--- src/sv/assert_macros.svh ---
// ----------------------------------------------------------------------------
// assert_macros.svh
// Concurrent assertion helpers shared by the counter modules. In synthesis
// the macros expand to nothing.
// ----------------------------------------------------------------------------
`ifndef ASSERT_MACROS_SVH
`define ASSERT_MACROS_SVH
`ifndef SYNTHESIS
// property holds at every clock edge outside reset
`define EKD_ASSERT(label, clk, rst_n, prop) \
    label: assert property (@(posedge clk) disable iff (!rst_n) (prop)) \
        else $error("%m: check failed");
// condition in one cycle implies consequence in the next
`define EKD_ASSERT_NEXT(label, clk, rst_n, cond, cons) \
    label: assert property (@(posedge clk) disable iff (!rst_n) (cond) |=> (cons)) \
        else $error("%m: check failed");
`else
`define EKD_ASSERT(label, clk, rst_n, prop)
`define EKD_ASSERT_NEXT(label, clk, rst_n, cond, cons)
`endif
`endif

--- src/sv/ekd_pkg.sv ---
// ----------------------------------------------------------------------------
// ekd_pkg
// Shared widths, constants, controller states and the command and status
// bundles between the controller and the datapath.
// ----------------------------------------------------------------------------
package ekd_pkg;

    // parameter defaults
    localparam int DEF_MAX_LEN    = 1024;
    localparam int DEF_VALUE_BITS = 10;

    // fixed field widths
    localparam int CFG_BITS    = 11;
    localparam int ENDING_BITS = 11;
    localparam int TOTAL_BITS  = 20;

    // epoch tag kept with each frequency entry
    localparam int EPOCH_BITS = 8;

    localparam logic [CFG_BITS-1:0]    K_RESET    = 11'd1;
    localparam logic [ENDING_BITS-1:0] ENDING_MAX = 11'd2047;
    localparam logic [TOTAL_BITS-1:0]  TOTAL_MAX  = 20'd1048575;

    // controller states
    typedef enum logic [3:0] {
        ST_CLEAR,
        ST_IDLE,
        ST_LOOKUP,
        ST_PUSH,
        ST_CHK_W,
        ST_CHK_N,
        ST_RD_VAL,
        ST_RD_FREQ,
        ST_DEC,
        ST_GAP,
        ST_FINISH
    } ekd_state_t;

    // controller to datapath
    typedef struct packed {
        logic clear_wr;
        logic accept;
        logic lookup;
        logic push;
        logic rd_val;
        logic rd_freq;
        logic dec;
        logic win_n;
        logic gap;
        logic finish;
    } ekd_cmd_t;

    // datapath to controller
    typedef struct packed {
        logic clear_done;
        logic in_range;
        logic k_ge2;
        logic shrink_w;
        logic shrink_n;
        logic out_free;
        logic last;
        logic epoch_wrap;
    } ekd_status_t;

endpackage

--- src/sv/ekd_ctrl.sv ---
// ----------------------------------------------------------------------------
// ekd_ctrl
// Sequencer for one item: value lookup, window push, pointer shrink loop
// for each window, gap computation and result hand-off.
// ----------------------------------------------------------------------------
`include "assert_macros.svh"

module ekd_ctrl
    import ekd_pkg::*;
(
    input  logic        clk,
    input  logic        rst_n,
    input  logic        in_valid,
    output logic        in_ready,
    input  ekd_status_t status,
    output ekd_cmd_t    cmd
);

    ekd_state_t state_reg;
    ekd_state_t state_next;
    logic       win_n_reg;
    logic       win_n_next;

    // state register
    always_ff @(posedge clk or negedge rst_n)
    begin
        if (!rst_n)
        begin
            state_reg <= ST_CLEAR;
            win_n_reg <= 1'b0;
        end
        else
        begin
            state_reg <= state_next;
            win_n_reg <= win_n_next;
        end
    end

    // next state and commands
    always_comb
    begin
        state_next = state_reg;
        win_n_next = win_n_reg;
        in_ready   = 1'b0;
        cmd        = '0;
        cmd.win_n  = win_n_reg;
        unique case (state_reg)
            ST_CLEAR:
            begin
                cmd.clear_wr = 1'b1;
                if (status.clear_done)
                    state_next = ST_IDLE;
            end
            ST_IDLE:
            begin
                in_ready = 1'b1;
                if (in_valid)
                begin
                    cmd.accept = 1'b1;
                    state_next = ST_LOOKUP;
                end
            end
            ST_LOOKUP:
            begin
                if (status.in_range)
                begin
                    cmd.lookup = 1'b1;
                    state_next = ST_PUSH;
                end
                else
                    state_next = ST_FINISH;
            end
            ST_PUSH:
            begin
                cmd.push   = 1'b1;
                state_next = ST_CHK_W;
            end
            ST_CHK_W:
            begin
                if (status.shrink_w)
                begin
                    win_n_next = 1'b0;
                    state_next = ST_RD_VAL;
                end
                else if (status.k_ge2)
                    state_next = ST_CHK_N;
                else
                    state_next = ST_GAP;
            end
            ST_CHK_N:
            begin
                if (status.shrink_n)
                begin
                    win_n_next = 1'b1;
                    state_next = ST_RD_VAL;
                end
                else
                    state_next = ST_GAP;
            end
            ST_RD_VAL:
            begin
                cmd.rd_val = 1'b1;
                state_next = ST_RD_FREQ;
            end
            ST_RD_FREQ:
            begin
                cmd.rd_freq = 1'b1;
                state_next  = ST_DEC;
            end
            ST_DEC:
            begin
                cmd.dec    = 1'b1;
                state_next = win_n_reg ? ST_CHK_N : ST_CHK_W;
            end
            ST_GAP:
            begin
                cmd.gap    = 1'b1;
                state_next = ST_FINISH;
            end
            ST_FINISH:
            begin
                if (status.out_free)
                begin
                    cmd.finish = 1'b1;
                    if (status.last && status.epoch_wrap)
                        state_next = ST_CLEAR;
                    else
                        state_next = ST_IDLE;
                end
            end
            default:
            begin
                state_next = ST_CLEAR;
            end
        endcase
    end

    // one item in flight at a time
    `EKD_ASSERT_NEXT(a_one_item, clk, rst_n, cmd.accept, !in_ready)

endmodule

--- config.mk ---
export PLATFORM = sky130hd
export DESIGN_NAME = ekd_ctrl
export DESIGN_NICKNAME = d
export VERILOG_FILES = /design/src/sv/ekd_pkg.sv /design/src/sv/ekd_ctrl.sv
export VERILOG_INCLUDE_DIRS = /design/src /design/src/sv
export SDC_FILE = /design/constraint.sdc
export NUM_CORES = 1
export LEC_CHECK = 0
export ABC_CLOCK_PERIOD_IN_PS = 3400
export BUFFER_PORTS_ARGS = -buffer_cell sky130_fd_sc_hd__buf_2
export CELL_PAD_IN_SITES_DETAIL_PLACEMENT = 1
export CELL_PAD_IN_SITES_GLOBAL_PLACEMENT = 1
export CORE_UTILIZATION = 33
export CTS_BUF_LIST = sky130_fd_sc_hd__clkbuf_16
export DETAILED_ROUTE_END_ITERATION = 8
export PLACE_DENSITY = 0.77
export SLEW_MARGIN = 20
export SYNTH_ARGS = -nofsm -noshare
export SYNTH_HDL_FRONTEND = slang
export SYNTH_SLANG_ARGS = --single-unit
--- constraint.sdc ---
create_clock -name clk -period 3.4 [get_ports clk]
set_input_delay 0.34 -clock clk [delete_from_list [all_inputs] [get_ports clk]]
set_output_delay 0.34 -clock clk [all_outputs]
set_load 0.01 [all_outputs]
==> results.yml <==
route:
  drt_iter0_drc: 10
  drcViolationCount: 0
  ant_nets: 0
  num_vias: 591
  avgViaCountPerCell: 5.74
  wl_per_cell_um: 16.7
  drt-pass1-iter-count: 4
  wirelength_um: 1720
synth:
  postSynthCellCount: 67
  syn_nets: 78
  synth_top_cells_by_count: "a21oi_1, nand2_1, nor2_1, nor3_1"
  yosys.area.top_type: "dfrtp_1"
  syn_area_per_cell_um2: 7.64
  synthTopCellsByArea: "dfrtp_1, a21oi_1, nor3_1"
  async_flop_share: 1.00
  ys_seq_area_frac: 0.244
  synth_warnings: 0
  synth_top_area_frac: 0.244
  synth_area_um2: 512
  synth_cell_type_count: 28
  synth_edf_count: 0
  ys_ff_latch: 5
  yosys_most_used_dff: "dfrtp_1"
cts:
  cts_sinks: 5
  cts_tree: "built"
  postCtsSetupRepairBufs: 0
  path_clk_slew_ns: 0.03
  cts_buffers: 3
  cts_root_buf: "clkbuf_16"
  cts.path.max_buffers: 2
  htree_levels: 1
  clock_latency_ns: 0.23
layout:
  layout.nets: 100
  fillers: 181
  seq_area_um2: 125
  multi_input_area_um2: 332
  final_layout_size_suffix_gt1_frac: 0.341
  largest_register_ffs: 4
  n_antenna_cell: 0
  area_growth_pct: 34.5
  final_area_um2: 688
floorplan:
  die_h_um: 41.4
  initial_utilization: 0.375
  core_mm2: 0.00137
  num_rows: 13
  ios: 22
  chipWidth_um: 41.4
  dieArea_mm2: 0.00171
timing:
  worst_pin_slew_ns: 0.584
  fin_tns_setup_ns: 0
  slew_viol_final: 0
  fin_skew_ns: 0.000881
  post-route-period-util: 0.577
  clock.fmax_ghz: 0.510
  fin_crit_ns: 1.96
  slew_headroom: 0.611
  rsz0062_at_grt: "no"
  setup_violations: 0
  hold_viol: 0
hold_path:
  holdCritPathClass: "primary input to flip-flop"
  hp-start: "status[7]"
worst_setup_path:
  worstPathCellList: "nand2b_1 -> nor3_1 -> and2_1 -> buf_2"
  worstSetupStartpoint: "state_reg[1]"
  timing.rr.start: "state_reg[2]"
  slowest_stage: "dfrtp_1"
  max_stage_delay_ns: 0.58
  crit_required_ns: 3.06
  arrival_ns: 1.62
  critPathMaxFanout: 15
  end_kind: "primary output"
  crit_type: "flip-flop to primary output"
  critPathLaunchType: "flip-flop"
global_routing:
  grt_pass1_wl_um: 2620
  grt_max_degree: 17
  gr-total-overflow: 0
  antenna_found_initial: 0
  groute.usage.overall: 0.246
  first_global_vias: 536
placed_design:
  port_buffers: 21
  hpwl_um: 1130
  post_dp_cell_area_um2: 599
  gp_congestion: 0.805
status:
  status: "finished, final reports clean"
power_and_ir_drop:
  leakagePower_nw: 0.322
  powerDensity_mw_per_mm2: 936
  peakVddDrop_mv: 0.363
job:
  cap_violations: 0
[final timing paths]
path	cells after the start	endpoint	slack, ns
hold reg to reg	2	win_n_reg	0.59
setup reg to reg	4	win_n_reg	1.84
setup / recovery	4	cmd[8]	1.44
hold / removal	3	state_reg[0]	0.36
min in group asynchronous	2	state_reg[1]	0.46
max in group asynchronous	2	state_reg[3]	2.80
[routing by layer]
| layer | track usage | routed length (µm) | vias up |
|---|---|---|---|
| li1 | - | - | 281 |
| met1 | 0.311 | 758 | 288 |
| met2 | 0.402 | 862 | 18 |
| met3 | 0.0532 | 51 | 4 |
| met4 | 0.105 | 44 | 0 |
| met5 | 0 | 0 | - |
[cell usage in the layout (no fill, tap or decap), types with 3 or more instances in the layout]
cell type,netlist,final
o21ai_0,3,3
buf_2,2,21
dfrtp_1,5,5
inv_1,5,6
a21oi_1,7,7
nand2b_1,3,3
clkbuf_16,0,3
nor3_1,7,7
nor2_1,7,7
nand2_1,7,7
[worst max-delay path: cells and delay by family (launching register included)]
family,cells,cell delay [ns]
flops,1,0.58
buf+inv,1,0.12
simple gates,3,0.68
[cells by family (layout without fill, tap and decap cells)]
logic type / after synthesis / count (layout) / share of synthesized area
mux: 2 / 2 / 0.0391
simple gates: 29 / 29 / 0.313
flops: 5 / 5 / 0.244
buf+inv: 10 / 31 / 0.108
compound gates: 21 / 21 / 0.296
[stage by stage]
stage / util / setup slack, ns / power, mW / std cells / hold slack [ns]
2_1_floorplan: - / 1.90 / 0.376 / 67 / 0.0444
3_3_place_gp: 0.439 / 1.74 / 0.438 / 98 / 0.163
3_5_place_dp: 0.439 / 1.70 / 0.443 / 98 / 0.170
4_1_cts: 0.504 / 1.45 / 0.644 / 103 / 0.358
5_1_grt: 0.504 / 1.32 / 0.688 / 103 / 0.387
6_report: 0.504 / 1.44 / 0.644 / 103 / 0.355
[cell type report]
class / instances / share of cell area
Clock buffer: 3 / 0.109
Clock inverter: 1 / 0.00545
Inverter: 5 / 0.0273
Multi-Input combinational cell: 52 / 0.482
Sequential cell: 5 / 0.182
Tap cell: 15 / 0.0273
Timing Repair Buffer: 22 / 0.167
[power breakdown]
| part | switching, mW | total [mW] | internal (mW) |
|---|---|---|---|
| Sequential | 0.0864 | 0.168 | 0.0821 |
| Combinational | 0.151 | 0.282 | 0.130 |
| Clock | 0.0412 | 0.194 | 0.153 |
| Total | 0.279 | 0.644 | 0.365 |
[timing repair]
| item | 4_1_cts | 5_1_grt |
|---|---|---|
| hold endpoints to repair | 5 | 0 |
| hold buffers | 1 | 0 |
| resized for setup | 0 | 0 |
Note: power is estimated with default switching activity, not from simulation.
